$ cat config.mk
export PLATFORM = sky130hd
export DESIGN_NAME = pmf_norm
export DESIGN_NICKNAME = d
export VERILOG_FILES = /design/src/rtl/pmf_pkg.sv /design/src/rtl/pmf_norm.sv
export SDC_FILE = /design/constraint.sdc
export NUM_CORES = 1
export LEC_CHECK = 0
export ABC_AREA = 1
export ABC_CLOCK_PERIOD_IN_PS = 5750
export BUFFER_PORTS_ARGS = -buffer_cell sky130_fd_sc_hd__buf_2
export CAP_MARGIN = 10
export CORE_ASPECT_RATIO = 2
export CORE_MARGIN = 2
export CORE_UTILIZATION = 50
export CTS_CLUSTER_SIZE = 25
export DETAILED_ROUTE_END_ITERATION = 12
export GPL_ROUTABILITY_DRIVEN = 0
export HOLD_SLACK_MARGIN = 0.03
export PLACE_DENSITY_LB_ADDON = 0.1
export SYNTH_ARGS = -nofsm -noshare
export SYNTH_HDL_FRONTEND = slang
export SYNTH_SLANG_ARGS = --single-unit
$ cat constraint.sdc
create_clock -name i_clk -period 5.75 [get_ports i_clk]
set_input_delay 1.15 -clock i_clk [delete_from_list [all_inputs] [get_ports i_clk]]
set_output_delay 1.15 -clock i_clk [all_outputs]
set_load 0.05 [all_outputs]
$ cat src/rtl/pmf_pkg.sv
// Shared widths, types and codes of the polyline moving-frame block.
package pmf_pkg;

    localparam int COORD_WIDTH = 32;
    localparam int COL_W       = 32;
    localparam int FRAC_W      = 16;
    localparam int Q_W         = FRAC_W + 1;
    localparam int SC_W        = 24;
    localparam int DIFF_W      = COORD_WIDTH + 1;
    localparam int MAG_W       = (2 * SC_W + 1 > DIFF_W) ? 2 * SC_W + 1 : DIFF_W;
    localparam int PROD_W      = 2 * SC_W;
    localparam int ACC_W       = 2 * SC_W + 3;
    localparam int SQ_W        = 2 * SC_W + 2;
    localparam int LEN_W       = SC_W + 1;
    localparam int NUM_W       = SC_W + FRAC_W + 1;
    localparam int NORM_STEP   = 8;

    typedef logic [MAG_W-1:0] t_mag;
    typedef logic [SC_W-1:0]  t_scaled;

    typedef enum logic [1:0] {
        COL_B   = 2'd0,
        COL_N   = 2'd1,
        COL_T   = 2'd2,
        COL_ORG = 2'd3
    } t_col;

endpackage

$ cat src/rtl/pmf_norm.sv
// Block-scaling unit: shifts a three-component magnitude vector into [2^23, 2^24).
module pmf_norm
    import pmf_pkg::*;
(
    input  logic    i_clk,
    input  logic    i_rst_n,
    input  logic    i_start,
    input  t_mag    i_mag [3],
    output logic    o_done,
    output t_scaled o_mag [3]
);

    logic r_busy;
    t_mag r_mag [3];
    t_mag orv;
    logic big, over, tiny;

    // The OR of the magnitudes has the same leading bit as their maximum.
    assign orv  = r_mag[0] | r_mag[1] | r_mag[2];
    assign big  = |orv[MAG_W-1:SC_W+NORM_STEP-1];
    assign over = |orv[MAG_W-1:SC_W];
    assign tiny = ~|orv[SC_W-1:SC_W-NORM_STEP-1];

    assign o_done = r_busy && ((orv == '0) || (!over && orv[SC_W-1]));

    always_comb begin
        for (int i = 0; i < 3; i++) begin
            o_mag[i] = r_mag[i][SC_W-1:0];
        end
    end

    always_ff @(posedge i_clk) begin
        if (!i_rst_n) begin
            r_busy <= 1'b0;
        end else if (i_start) begin
            r_busy <= 1'b1;
        end else if (o_done) begin
            r_busy <= 1'b0;
        end
    end

    always_ff @(posedge i_clk) begin
        if (i_start) begin
            r_mag <= i_mag;
        end else if (r_busy && !o_done) begin
            for (int i = 0; i < 3; i++) begin
                priority if (big) begin
                    r_mag[i] <= r_mag[i] >> NORM_STEP;
                end else if (over) begin
                    r_mag[i] <= r_mag[i] >> 1;
                end else if (tiny) begin
                    r_mag[i] <= r_mag[i] << NORM_STEP;
                end else begin
                    r_mag[i] <= r_mag[i] << 1;
                end
            end
        end
    end

endmodule

==> flow_summary.ini <==
[outcome]
outcome = finished, final reports clean

[cts]
clk_latency_ns = 0.42
numClockSinks = 148
cts_buffers = 17
clock_path_buffers = 2
post-cts-setup-buffers = 0
path_clk_slew_ns = 0.06
cts_tree = built
htreeDepth = 4
ctsHoldBuffers = 0
cts-root-buf = clkbuf_16
cts_resized = 0

[place]
port_buffers = 222
dp_hpwl_mm = 22.3

[synthesis]
synth_top_family_by_area = simple AND/OR/NAND/NOR gates
yosysSeqAreaShare_pct = 44.7
synth_xor_area_share_pct = 0
yosys.area_share.simple_pct = 24.7
synthMuxAreaShare_pct = 0
yosys_register_bits = 148
synth-compound-area-share_pct = 15.8
synthAdderAreaFrac_pct = 0
synth_cell_types = 28
syn_area_per_cell_sq_um = 7.55
synth_warnings = 0
synth_fp_nets = 1464
netlist_instances = 1314
synthesis.area_sq_um = 9920

[floorplan]
rows = 72
core-area_sq_um = 19400
start_util_pct = 51.2
boundaryPins = 223
die_area_sq_um = 21100
die_h_um = 203
die_w_um = 104

[drt]
drtAntennaViolNets = 0
drc = 0
drt-pass1-iter-count = 5
wire_per_inst_um = 18.6
drt_iter0_drc = 636
wl_mm = 31.4
vias = 9228
viasPerCell = 5.45

[job]
cap_violations = 0

[grt]
grt_start_max_net_pins = 108
grt_pass1_vias = 9102
grt_usage_pct = 29.7
grt_first_pass_wirelength_mm = 47.9
antenna_found_initial = 0
overflow = 0

[finish]
finish.utilization_pct = 57.4
area_growth_pct = 12.0
nets = 1571
drive_above_1_share_pct = 22.0
diodes = 0

[sta]
slew_headroom_pct = 25.8
setup_tns_ns = 0
hold-worst-slack_ns = 0.545
timing.final.crit_share_pct = 70.5
fmaxAchievable_ghz = 0.247
skew_ns = 0.00770
rsz0062_at_grt = no
setup_viol = 0
hold_violations = 0
tightest_slew_ns = 1.11
period_minus_slack_ns = 4.05
finalMaxSlewViolations = 0

[pwr]
power_density_nw_per_um2 = 290
cellLeakagePower_nw = 4.95
irDropWorstVdd_uv = 194

[setup_path]
cp.arrival_ns = 2.90
path_class = reg -> out
critPathRequiredTime_ns = 4.60
critPathMaxFanout = 46
cp-end-kind = output pin
start_kind = flip-flop

[min_path]
hold_class = reg -> reg
[logic make-up after synthesis]
family          count (synthesis)
compound gates                274
buf+inv                       285
flops                         148
simple gates                  607
[cell usage after synthesis]
master / n / area (sq um)
nor2_2: 6 / 37.5
nand3b_1: 1 / 7.51
a31oi_1: 2 / 12.5
edfxtp_1: 147 / 4410
a21oi_1: 171 / 856
nand3_4: 1 / 17.5
buf_2: 16 / 80.1
o211ai_1: 13 / 97.6
o21ai_0: 45 / 225
nand2_4: 1 / 11.3
nor3_1: 11 / 55.1
o21ai_1: 1 / 5.00
nand4_1: 5 / 31.3
nand2_1: 319 / 1200
nor2_8: 1 / 20.0
nor2_1: 198 / 743
inv_1: 140 / 526
nor2_4: 1 / 11.3
buf_4: 77 / 578
nand3_2: 1 / 10.0
a21oi_2: 42 / 368
nand2_2: 1 / 6.26
nand3_1: 61 / 305
clkbuf_1: 29 / 109
buf_1: 7 / 26.3
dfxtp_1: 1 / 20.0
inv_2: 4 / 15.0
buf_6: 12 / 135
[power breakdown]
group	switching [mW]	total (mW)	leakage (nW)	internal, mW
sequential	0.124	1.45	1.49	1.32
clock	0.454	1.18	0.291	0.729
combinational	0.428	0.592	3.17	0.164
[path summary, 6_finish.rpt]
path                            startpoint   endpoint  slack [ns]  cells after the start
worst max-delay path             r_mag[24]     o_done        1.70                     10
worst min-delay path                r_busy     r_busy        0.55                      2
worst max register to register   r_mag[24]  r_mag[83]        2.06                     11
worst min register to register      r_busy     r_busy        0.55                      2
[critical path, stage by stage (launching register included)]
cell and delay, ns:
edfxtp_1 0.41, nor2_1 0.14, nand2_1 0.06, nor2_1 0.17
nand3_4 0.30, inv_1 0.13, nand2_1 0.13, nor2_8 0.53
nand2_1 0.19, nor2_1 0.12, buf_2 0.27
[sequential cells by signal, indices dropped and copies added, names as in the netlist]
name,count
r_busy,1
r_mag,75
o_mag,72
[per-layer routing]
metal,GRT usage [%],vias to the layer above,wire length [um]
met4,20.2,0,2160
li1,-,4425,-
met3,3.99,115,1730
met1,31.6,4261,10900
met5,0,-,0
met2,54.0,427,16600
[cells in the final DEF, fill, tap and decap left out, types with 11 or more instances in the layout]
master     count
edfxtp_1     147
clkbuf_16     17
a21oi_1      171
a21oi_2       42
nor2_1       198
nand2_1      318
buf_2        221
o21ai_0       45
inv_1        140
o211ai_1      13
nand3_1       61
nor3_1        11
[cell type report]
cell class | count | area, sq um
Fill cell | 1944 | 8260
Multi-Input combinational cell | 881 | 4030
Clock buffer | 20 | 437
Inverter | 144 | 542
Timing Repair Buffer | 229 | 1170
Sequential cell | 148 | 4430
Clock inverter | 12 | 178
Tap cell | 259 | 324
[per-stage QoR]
stage | cell area (sq um) | power, mW | cells | setup slack (ns)
6_report | 11100 | 3.22 | 1693 | 1.70
5_1_grt | 11100 | 3.33 | 1693 | 1.52
4_1_cts | 11100 | 3.23 | 1693 | 1.67
3_5_place_dp | 10500 | 2.05 | 1661 | 1.80
3_3_place_gp | 10500 | 2.05 | 1661 | 1.85
2_1_floorplan | 9920 | 1.90 | 1314 | 0.257
Power figures use the tool's default switching activity.
