**src/rtl/pmf_pkg.sv**
```systemverilog
// Shared widths, types and codes of the polyline moving-frame block.
package pmf_pkg;

    localparam int COORD_WIDTH = 32;
    localparam int COL_W       = 32;
    localparam int FRAC_W      = 16;
    localparam int Q_W         = FRAC_W + 1;
    localparam int SC_W        = 24;
    localparam int DIFF_W      = COORD_WIDTH + 1;
    localparam int MAG_W       = (2 * SC_W + 1 > DIFF_W) ? 2 * SC_W + 1 : DIFF_W;
    localparam int PROD_W      = 2 * SC_W;
    localparam int ACC_W       = 2 * SC_W + 3;
    localparam int SQ_W        = 2 * SC_W + 2;
    localparam int LEN_W       = SC_W + 1;
    localparam int NUM_W       = SC_W + FRAC_W + 1;
    localparam int NORM_STEP   = 8;

    typedef logic [MAG_W-1:0] t_mag;
    typedef logic [SC_W-1:0]  t_scaled;

    typedef enum logic [1:0] {
        COL_B   = 2'd0,
        COL_N   = 2'd1,
        COL_T   = 2'd2,
        COL_ORG = 2'd3
    } t_col;

endpackage

```
**src/rtl/pmf_div.sv**
```systemverilog
// Restoring divider for the unit-vector quotients, one quotient bit per cycle.
module pmf_div
    import pmf_pkg::*;
(
    input  logic             i_clk,
    input  logic             i_rst_n,
    input  logic             i_start,
    input  logic [NUM_W-1:0] i_num,
    input  logic [LEN_W-1:0] i_den,
    output logic             o_done,
    output logic [Q_W-1:0]   o_quo
);

    localparam int CNT_W = $clog2(Q_W + 1);

    logic             r_busy;
    logic             r_done;
    logic [CNT_W-1:0] r_cnt;
    logic [LEN_W-1:0] r_rem;
    logic [LEN_W-1:0] r_den;
    logic [Q_W-1:0]   r_lo;
    logic [LEN_W:0]   trial;
    logic             fits;

    // The quotient fits in Q_W bits, so the upper numerator bits start below the divisor.
    assign trial  = {r_rem, r_lo[Q_W-1]};
    assign fits   = trial >= {1'b0, r_den};
    assign o_done = r_done;
    assign o_quo  = r_lo;

    always_ff @(posedge i_clk) begin
        if (!i_rst_n) begin
            r_busy <= 1'b0;
            r_done <= 1'b0;
        end else begin
            r_done <= r_busy && (r_cnt == CNT_W'(1));
            if (i_start) begin
                r_busy <= 1'b1;
            end else if (r_busy && (r_cnt == CNT_W'(1))) begin
                r_busy <= 1'b0;
            end
        end
    end

    always_ff @(posedge i_clk) begin
        if (i_start) begin
            r_rem <= LEN_W'(i_num[NUM_W-1:Q_W]);
            r_lo  <= i_num[Q_W-1:0];
            r_den <= i_den;
            r_cnt <= CNT_W'(Q_W);
        end else if (r_busy) begin
            r_rem <= fits ? LEN_W'(trial - {1'b0, r_den}) : trial[LEN_W-1:0];
            r_lo  <= {r_lo[Q_W-2:0], fits};
            r_cnt <= r_cnt - CNT_W'(1);
        end
    end

endmodule

```
**config.mk**
```make
export PLATFORM = sky130hd
export DESIGN_NAME = pmf_div
export DESIGN_NICKNAME = d
export VERILOG_FILES = /design/src/rtl/pmf_pkg.sv /design/src/rtl/pmf_div.sv
export SDC_FILE = /design/constraint.sdc
export NUM_CORES = 1
export LEC_CHECK = 0
export BUFFER_PORTS_ARGS = -buffer_cell sky130_fd_sc_hd__buf_2
export CAP_MARGIN = 15
export CELL_PAD_IN_SITES_DETAIL_PLACEMENT = 1
export CELL_PAD_IN_SITES_GLOBAL_PLACEMENT = 1
export CORE_MARGIN = 2
export CORE_UTILIZATION = 44
export DETAILED_ROUTE_END_ITERATION = 7
export PLACE_DENSITY = 0.85
export SETUP_SLACK_MARGIN = 0.2
export SLEW_MARGIN = 10
export SYNTH_ARGS = -nofsm -noshare
export SYNTH_HDL_FRONTEND = slang
export SYNTH_SLANG_ARGS = --single-unit
```
**constraint.sdc**
```tcl
create_clock -name i_clk -period 3.35 [get_ports i_clk]
set_input_delay 1.005 -clock i_clk [delete_from_list [all_inputs] [get_ports i_clk]]
set_output_delay 1.005 -clock i_clk [all_outputs]
set_load 0.005 [all_outputs]
```
==> flow_summary.yaml <==
place:
  io_buffers: 86
  place_ws_ns: 0.0206
  routabilityCongestion: 0.833
  placed_area_um2: 5040
  place_inst: 614
  dp_hpwl_um: 8390
hold_path:
  hp-start: "r_cnt[4]$_SDFFE_PP1P_"
  hold_depth: 2
  worstHoldPathType: "flip-flop to flip-flop"
  min_to: "r_cnt[4]$_SDFFE_PP1P_"
routing:
  wl_um: 11800
  drt_iter0_drc: 111
  drc: 0
  avgRoutedWirePerCell_um: 18.4
  postRouteAntennaNets: 0
  via_per_inst: 5.55
  drtPass1Iterations: 4
  via_count: 3555
yosys:
  synth_nets: 500
  syn_inst: 403
  synth_top_area_share_pct: 44.8
  synth_edf_count: 66
  synth_ff_type: "edfxtp_1"
  synthesis.area_um2: 4420
  ys_warn_count: 0
  synth_area_leader_cell: "edfxtp_1"
  syn_avg_cell_area_um2: 11.0
  synth_cell_types: 64
  synthTopCellsByArea: "edfxtp_1 45%, ha_1 7.6%, mux2_2 4.6%"
  seq_area_frac_synth_pct: 48.4
  async_flop_share_pct: 0
  ys_seq_elements: 74
power_and_ir_drop:
  leakage_nw: 2.30
  power_mw: 3.67
  vdd_drop_max_v: 0.000297
  power.density_nw_per_um2: 680
layout:
  nets: 600
  num-fill-cells: 1091
  stdcell_area_um2: 5390
  drive_above_1_share_pct: 31.9
  final_core_util_pct: 55.2
  antennaDiodeCount: 0
  fin_cells: 641
  area_growth_pct: 22.0
critical_path:
  critPathMaxFanout: 5
  critPathKind: "flip-flop to flip-flop"
  timing.rr.start: "o_quo[16]$_DFFE_PP_"
  ff2ff_path_depth: 13
  worstReg2RegEnd: "r_rem[20]$_DFFE_PP_"
  cp-end-kind: "flip-flop"
  crit_path_start_kind: "flip-flop"
  reg2reg_slack_ns: 0.25
  cp_data_required_time_ns: 3.57
  crit_arrival_ns: 3.32
cts:
  hold_buffers: 0
  cts-buffers-inserted: 9
  cts_htree_levels: 3
  cts_root_buf: "clkbuf_8"
  cts_tree: "yes"
  clock_latency_ns: 0.37
  cts.sinks: 74
  cts_buffer_depth: 2
  path_clk_slew_ns: 0.09
grt:
  grt.overflow.total: 0
  track_usage_pct: 22.2
  grt_pass1_wl_um: 19100
  grt_max_degree: 49
  grt_pass1_vias: 3768
  antenna_found_initial: 0
timing:
  setup_tns_ns: 0
  hold_viol: 0
  fmax_mhz: 323
  worstMarginPinSlew_ns: 0.479
  maxSlewHeadroom_pct: 67.7
  clock_skew_ns: 0.0100
  period_share_pct: 92.4
  hold_ws_ns: 0.505
  rsz0062_at_grt: "yes"
  worst_slack_ns: 0.254
  finalCriticalPeriod_ns: 3.10
  drv_slew: 0
  finalSetupViolations: 0
run_status:
  status: "finished clean"
floorplanning:
  rows: 36
  start_util_pct: 45.2
  die_w_um: 104
  ioPinCount: 87
  core_area_um2: 9770
  die_h_um: 104
  dieArea_um2: 10900
flow_run:
  max_cap_violations: 0
cell families (layout without fill, tap and decap cells):
| kind of cell | count (synthesis) | in the layout | synth area share [%] |
|---|---|---|---|
| simple gates | 104 | 104 | 11.7 |
| mux | 22 | 22 | 5.49 |
| xor+xnor | 22 | 22 | 4.36 |
| flops | 74 | 74 | 48.4 |
| compound gates | 99 | 99 | 16.7 |
| fa+ha+maj | 28 | 28 | 8.09 |
| buf+inv | 54 | 159 | 5.23 |
cells in the final DEF (no fill, tap or decap), drive strengths merged, types with 6 or more instances in the layout:
master and instances:
ha 27, o21ai 13, a21o 6, xor2 8
o311ai 12, a21oi 31, nand3 16, dfxtp 8
and3 8, nor2 14, mux2 18, nand2 36
edfxtp 66, buf 105, nor3 6, xnor2 14
clkbuf 10, inv 39
per-layer routing:
layer	part of all wire, %	GRT usage [%]	vias to the layer above
met2	52	39.8	87
met4	2.3	7.63	0
li1	-	-	1701
met3	4.3	4.76	19
met5	0	0	-
met1	42	26.3	1748
worst max-delay path by stage:
stage / depth (start not counted) / end / from / slack [ns]
finish: 13 / r_rem[20]$_DFFE_PP_ / o_quo[16]$_DFFE_PP_ / 0.25
global route: 13 / r_rem[20]$_DFFE_PP_ / o_quo[16]$_DFFE_PP_ / 0.13
CTS: 12 / r_rem[12]$_DFFE_PP_ / o_quo[16]$_DFFE_PP_ / 0.15
detailed placement: 12 / r_rem[3]$_DFFE_PP_ / o_quo[16]$_DFFE_PP_ / 0.02
global placement: 12 / r_rem[3]$_DFFE_PP_ / o_quo[16]$_DFFE_PP_ / 0.17
floorplan: 4 / o_quo[0]$_DFFE_PP_ / i_start / 0.41
cells in the mapped netlist, drive strengths merged (2+ instances only):
cell type	instances
nand2	36
o311ai	12
xor2	8
o21a	5
xnor2	14
nand4	2
mux2	18
or3	2
mux2i	4
a31o	2
nand2b	4
o31ai	2
a21oi	31
nor3	6
dfxtp	8
or2	2
o2bb2ai	2
ha	27
a211oi	4
nor2	14
o21ai	13
o221ai	2
and3	8
buf	10
and2	3
a311oi	3
clkbuf	6
a2bb2oi	5
a21o	6
nand3	16
edfxtp	66
nor2b	4
inv	38
or4	2
report_power, final:
group	leakage (nW)	switching, mW	total (mW)	internal, mW
Sequential	0.724	0.0880	1.29	1.20
Combinational	1.47	0.878	1.59	0.715
Clock	0.107	0.364	0.786	0.422
registers in the layout, indices dropped and copies added (netlist names):
register	cells
r_den	25
r_rem	25
o_quo	17
r_cnt	5
o_done	1
r_busy	1
worst max-delay path, stage by stage, from the launching register on:
cell and delay (ns):
edfxtp_1 0.42, inv_2 0.11, ha_4 0.15, fa_2 0.21
and2b_2 0.25, o221ai_4 0.18, a21oi_4 0.10, a311oi_4 0.33
o31ai_4 0.13, buf_4 0.16, buf_4 0.15, or4_4 0.41
a31o_2 0.22, a2bb2oi_1 0.15
layout make-up:
class / count / area, µm² / share of cell area (%)
Inverter: 38 / 143 / 2.64
Clock buffer: 10 / 128 / 2.37
Clock inverter: 6 / 90.1 / 1.67
Tap cell: 133 / 166 / 3.09
Sequential cell: 74 / 2140 / 39.7
Multi-Input combinational cell: 275 / 2110 / 39.1
Timing Repair Buffer: 105 / 614 / 11.4
timing repair:
action | 4_1_cts | 5_1_grt
buffers inserted | 2 | 9
gates resized for setup | 1 | 14
pin swaps | 2 | 7
endpoints found under the setup margin | 21 | 25
(Power assumes the default switching activity.)
