## config.mk

```make
export PLATFORM = sky130hd
export DESIGN_NAME = pmf_sqrt
export DESIGN_NICKNAME = d
export VERILOG_FILES = /design/src/rtl/pmf_pkg.sv /design/src/rtl/pmf_sqrt.sv
export SDC_FILE = /design/constraint.sdc
export NUM_CORES = 1
export LEC_CHECK = 0
export ABC_AREA = 1
export ABC_CLOCK_PERIOD_IN_PS = 6600
export BUFFER_PORTS_ARGS = -buffer_cell sky130_fd_sc_hd__buf_2
export CORE_MARGIN = 5
export CORE_UTILIZATION = 50
export DETAILED_ROUTE_END_ITERATION = 12
export GPL_ROUTABILITY_DRIVEN = 0
export PLACE_DENSITY = 0.68
export REMOVE_ABC_BUFFERS = 1
export SYNTH_ARGS = -nofsm -noshare
export SYNTH_HDL_FRONTEND = slang
export SYNTH_SLANG_ARGS = --single-unit
```

## constraint.sdc

```tcl
create_clock -name i_clk -period 6.6 [get_ports i_clk]
set_clock_uncertainty 0.05 [all_clocks]
set_input_delay 1.98 -clock i_clk [delete_from_list [all_inputs] [get_ports i_clk]]
set_output_delay 1.98 -clock i_clk [all_outputs]
set_load 0.05 [all_outputs]
```

## src/rtl/pmf_pkg.sv

```systemverilog
// Shared widths, types and codes of the polyline moving-frame block.
package pmf_pkg;

    localparam int COORD_WIDTH = 32;
    localparam int COL_W       = 32;
    localparam int FRAC_W      = 16;
    localparam int Q_W         = FRAC_W + 1;
    localparam int SC_W        = 24;
    localparam int DIFF_W      = COORD_WIDTH + 1;
    localparam int MAG_W       = (2 * SC_W + 1 > DIFF_W) ? 2 * SC_W + 1 : DIFF_W;
    localparam int PROD_W      = 2 * SC_W;
    localparam int ACC_W       = 2 * SC_W + 3;
    localparam int SQ_W        = 2 * SC_W + 2;
    localparam int LEN_W       = SC_W + 1;
    localparam int NUM_W       = SC_W + FRAC_W + 1;
    localparam int NORM_STEP   = 8;

    typedef logic [MAG_W-1:0] t_mag;
    typedef logic [SC_W-1:0]  t_scaled;

    typedef enum logic [1:0] {
        COL_B   = 2'd0,
        COL_N   = 2'd1,
        COL_T   = 2'd2,
        COL_ORG = 2'd3
    } t_col;

endpackage

```

## src/rtl/pmf_sqrt.sv

```systemverilog
// Iterative integer square root, one result bit per cycle.
module pmf_sqrt
    import pmf_pkg::*;
(
    input  logic             i_clk,
    input  logic             i_rst_n,
    input  logic             i_start,
    input  logic [SQ_W-1:0]  i_x,
    output logic             o_done,
    output logic [LEN_W-1:0] o_root
);

    logic            r_busy;
    logic            r_done;
    logic [SQ_W-1:0] r_x;
    logic [SQ_W-1:0] r_res;
    logic [SQ_W-1:0] r_bit;
    logic [SQ_W-1:0] trial;

    assign trial  = r_res + r_bit;
    assign o_done = r_done;
    assign o_root = r_res[LEN_W-1:0];

    always_ff @(posedge i_clk) begin
        if (!i_rst_n) begin
            r_busy <= 1'b0;
            r_done <= 1'b0;
        end else begin
            r_done <= r_busy && r_bit[0];
            if (i_start) begin
                r_busy <= 1'b1;
            end else if (r_busy && r_bit[0]) begin
                r_busy <= 1'b0;
            end
        end
    end

    always_ff @(posedge i_clk) begin
        if (i_start) begin
            r_x   <= i_x;
            r_res <= '0;
            r_bit <= SQ_W'(1) << (SQ_W - 2);
        end else if (r_busy) begin
            if (r_x >= trial) begin
                r_x   <= r_x - trial;
                r_res <= (r_res >> 1) + r_bit;
            end else begin
                r_res <= r_res >> 1;
            end
            r_bit <= r_bit >> 2;
        end
    end

endmodule

```

==> flow_metrics.tcl <==
set metrics [dict create \
    finalNetCount 2713 \
    p_sw_mw 2.79 \
    crit_path_start "r_res[16]" \
    yosys.area.top_type "sky130_fd_sc_hd__nand2_1" \
    power.static_leakage_nw 7.19 \
    total_power_mw 5.50 \
    critical_path.reg2reg.startpoint "r_res[16]" \
    swShare_pct 50.7 \
    dr.max_layer_used "met4" \
    h_tree_levels 4 \
    global_route.overflow_total 0 \
    syn2layout_area_growth_pct 7.39 \
    drt_iter0_markers 2058 \
    internal_power_mw 2.71 \
    path_max_fanout 50 \
    totalWireLength_um 53100 \
    routedLengthMet1_um 21900 \
    cts_hold_repair.buffers 0 \
    reg2regPathDepth 23 \
    share_comb_of_total_power_pct 58.4 \
    run_status "complete, no violations" \
    period_needed_ps 5410 \
    detail_route.wl_per_cell_um 17.9 \
    numCtsBuffers 17 \
    power.sequential.fraction_pct 22.9 \
    postRouteAntennaNets 0 \
    required_ps 6650 \
    post_synthesis_register_bit_count 127 \
    synth-edff-count 50 \
    layout-drive-gt1-share_pct 6.46 \
    power.density_mw_per_mm2 347 \
    seq_area_frac_synth_pct 20.6 \
    detailroute.wirelength.met3_um 4320 \
    timing.hold.worst.start "r_res[0]" \
    cp_data_arrival_time_ps 5460 \
    detailedPlacementHpwl_um 42000 \
    synthesis.yosys.warnings 0 \
    path_depth 23 \
    yosys-top-cells-area "sky130_fd_sc_hd__nand2_1 (19%), sky130_fd_sc_hd__dfxtp_1 (10%), sky130_fd_sc_hd__edfxtp_1 (10%), sky130_fd_sc_hd__ha_1 (8.6%), sky130_fd_sc_hd__inv_1 (8.6%)" \
    post-synth-top-area-fraction_pct 19.5 \
    synth_top_flop_cell "sky130_fd_sc_hd__dfxtp_1" \
    post_synth.cell_area_avg_um2 5.82 \
    diodes 0 \
    mapped_area_mm2 0.0148 \
    post-cts-setup-buffer-count 0 \
    coreArea_mm2 0.0294 \
    worst_setup_path_end_kind "flip-flop" \
    drt-vias-per-instance 5.74 \
    clock_tree.root_cell "sky130_fd_sc_hd__clkbuf_16" \
    synth_cell_types 47 \
    initial_util_pct 50.2 \
    synthesis.instances 2536 \
    cp_peak_stage_delay_ps 580 \
    vias_in_the_first_global_route 16100 \
    cap_viol_max_count 0 \
    final_max_slew_viol_count 0 \
    timing_hold_violations_final 0 \
    cts_tree "done" \
    clkLatencyLatePin_ps 450 \
    cts-resized-gates 0 \
    critPathBufInv 2 \
    final.period_utilization_pct 82.0 \
    max-vdd-ir-drop_mv 0.206 \
    hp-class "flip-flop to flip-flop" \
    setup-violations-final 0 \
    final_core_utilization_pct 53.9 \
    detailroute.wirelength.met2_um 24100 \
    critical-path-top-delay-family "simple AND/OR/NAND/NOR gates" \
    timing.critical_path.slowest_stage_cell "sky130_fd_sc_hd__dfxtp_1" \
    max-clock-path-buffers 2 \
    kind_of_critical_path "flip-flop to flip-flop" \
    timing.max_slew.rel_slack_pct 50.0 \
    num_io_pins 79 \
    first_pass_iteration_count_of_the_detailed_router 7 \
    vias 17000 \
    maxClockFrequency_ghz 0.185 \
    rsz0062_at_grt "false" \
    async_reset_ff_share_pct 0 \
    worstHoldPathCells 2 \
    cp-start-kind "flip-flop" \
    chip_height_um 182 \
    power.clock.fraction_pct 18.6 \
    grt_antenna_before_repair 0 \
    final.fill_count 3061 \
    drc_errors 0 \
    grt_usage_pct 31.1 \
    die_w_um 182 \
    placementRows 63 \
    path_clk_slew_ps 70 \
    cts_num_sinks 127 \
    die_area_mm2 0.0331 \
    path_cells "ha_1 > nand2_1 > o21ai_0 > a21oi_1 > o21ai_0 > nor2_1 > o21ai_0 > nand3_1 > nand2_1 > nand2_1 > nand2_1 > ha_1 > nand2_2 > nor2_2 > inv_2 > nor2_4 > nand2_2 > nor3_4 > nand2_4 > nand3_2 > nand2_2 > nand2_2 > buf_12" \
    setup_tns_ps 0 \
    timing.reg2reg.setup_slack_ps 1190 \
    grt_pass1_wl_um 82700 \
    transition_at_the_pin_with_the_smallest_max_transition_slack_ps 748 \
    grt_start_max_net_pins 69 \
    numPortBuffers 78 \
]
[state kept, by name, summed over array words and instances (netlist names)]
register / cells
r_res: 50
o_done: 1
r_x: 50
r_busy: 1
r_bit: 25
[worst reg2reg max path, stage by stage (launching register included)]
cell and delay [ps]:
sky130_fd_sc_hd__dfxtp_1 580, sky130_fd_sc_hd__ha_1 350, sky130_fd_sc_hd__nand2_1 130, sky130_fd_sc_hd__o21ai_0 160, sky130_fd_sc_hd__a21oi_1 330, sky130_fd_sc_hd__o21ai_0 140, sky130_fd_sc_hd__nor2_1 400, sky130_fd_sc_hd__o21ai_0 310
sky130_fd_sc_hd__nand3_1 180, sky130_fd_sc_hd__nand2_1 70, sky130_fd_sc_hd__nand2_1 70, sky130_fd_sc_hd__nand2_1 90, sky130_fd_sc_hd__ha_1 420, sky130_fd_sc_hd__nand2_2 110, sky130_fd_sc_hd__nor2_2 150, sky130_fd_sc_hd__inv_2 80
sky130_fd_sc_hd__nor2_4 90, sky130_fd_sc_hd__nand2_2 90, sky130_fd_sc_hd__nor3_4 160, sky130_fd_sc_hd__nand2_4 250, sky130_fd_sc_hd__nand3_2 210, sky130_fd_sc_hd__nand2_2 190, sky130_fd_sc_hd__nand2_2 160, sky130_fd_sc_hd__buf_12 270
[synthesized netlist by cell type (37+ instances only)]
master and instances:
sky130_fd_sc_hd__a21oi_1 188, sky130_fd_sc_hd__clkbuf_1 37, sky130_fd_sc_hd__dfxtp_1 77, sky130_fd_sc_hd__edfxtp_1 50
sky130_fd_sc_hd__ha_1 102, sky130_fd_sc_hd__inv_1 338, sky130_fd_sc_hd__nand2_1 767, sky130_fd_sc_hd__nand3_1 223
sky130_fd_sc_hd__nor2_1 309, sky130_fd_sc_hd__o21ai_0 151, sky130_fd_sc_hd__xor2_1 49
[per-stage QoR]
stage	instances	hold slack (ps)	setup WS [ps]	instance area, µm²
finish	2960	455	1190	15900
CTS	2960	459	1400	15900
floorplan	2453	415	707	14300
global placement	2928	423	1520	15200
detailed placement	2928	451	1430	15200
global route	2960	504	968	15900
[cell type report]
class                      instances  area (µm²)  share of cell area (%)
multi-input combinational       1983        9960                    62.8
sequential                       127        3040                    19.2
inverter                         343        1290                    8.12
clock buffer                      25         554                    3.50
tap                              390         488                    3.08
timing repair buffer              85         458                    2.89
clock inverter                     7        65.1                   0.410
[kinds of logic (layout without fill, tap and decap cells)]
family / after synthesis / after routing / share of synthesized area (%)
xor+xnor: 77 / 77 / 4.57
buf+inv: 426 / 460 / 12.0
simple gates: 1416 / 1416 / 40.3
fa+ha+maj: 103 / 103 / 8.78
flops: 127 / 127 / 20.6
compound gates: 387 / 387 / 13.8
[metal layers]
layer  up-vias  global-route usage [%]
met4         0                    15.3
met5         -                       0
met1      7658                    40.3
li1       8219                       -
met2       924                    51.0
met3       185                    4.33
[path summary, 6_finish.rpt]
kind	end
worst min register to register	r_res[0]
worst max register to register	r_x[16]
worst min-delay path	r_res[0]
worst max-delay path	r_x[16]
[power by group through the flow]
stage / combinational (mW) / sequential, mW / clock (mW)
2_1_floorplan: 2.22 / 1.27 / 0
3_3_place_gp: 3.06 / 1.26 / 0
3_5_place_dp: 3.10 / 1.27 / 0
4_1_cts: 3.13 / 1.25 / 1.03
5_1_grt: 3.56 / 1.28 / 1.06
6_report: 3.21 / 1.26 / 1.03
[layout by cell type (no fill, tap or decap), drive strengths merged, types with 50 or more instances in the layout]
| cell type | n |
|---|---|
| a21oi | 188 |
| buf | 85 |
| dfxtp | 77 |
| edfxtp | 50 |
| ha | 102 |
| inv | 345 |
| nand2 | 773 |
| nand3 | 237 |
| nor2 | 316 |
| o21ai | 157 |
Note: power is estimated with default switching activity, not from simulation.
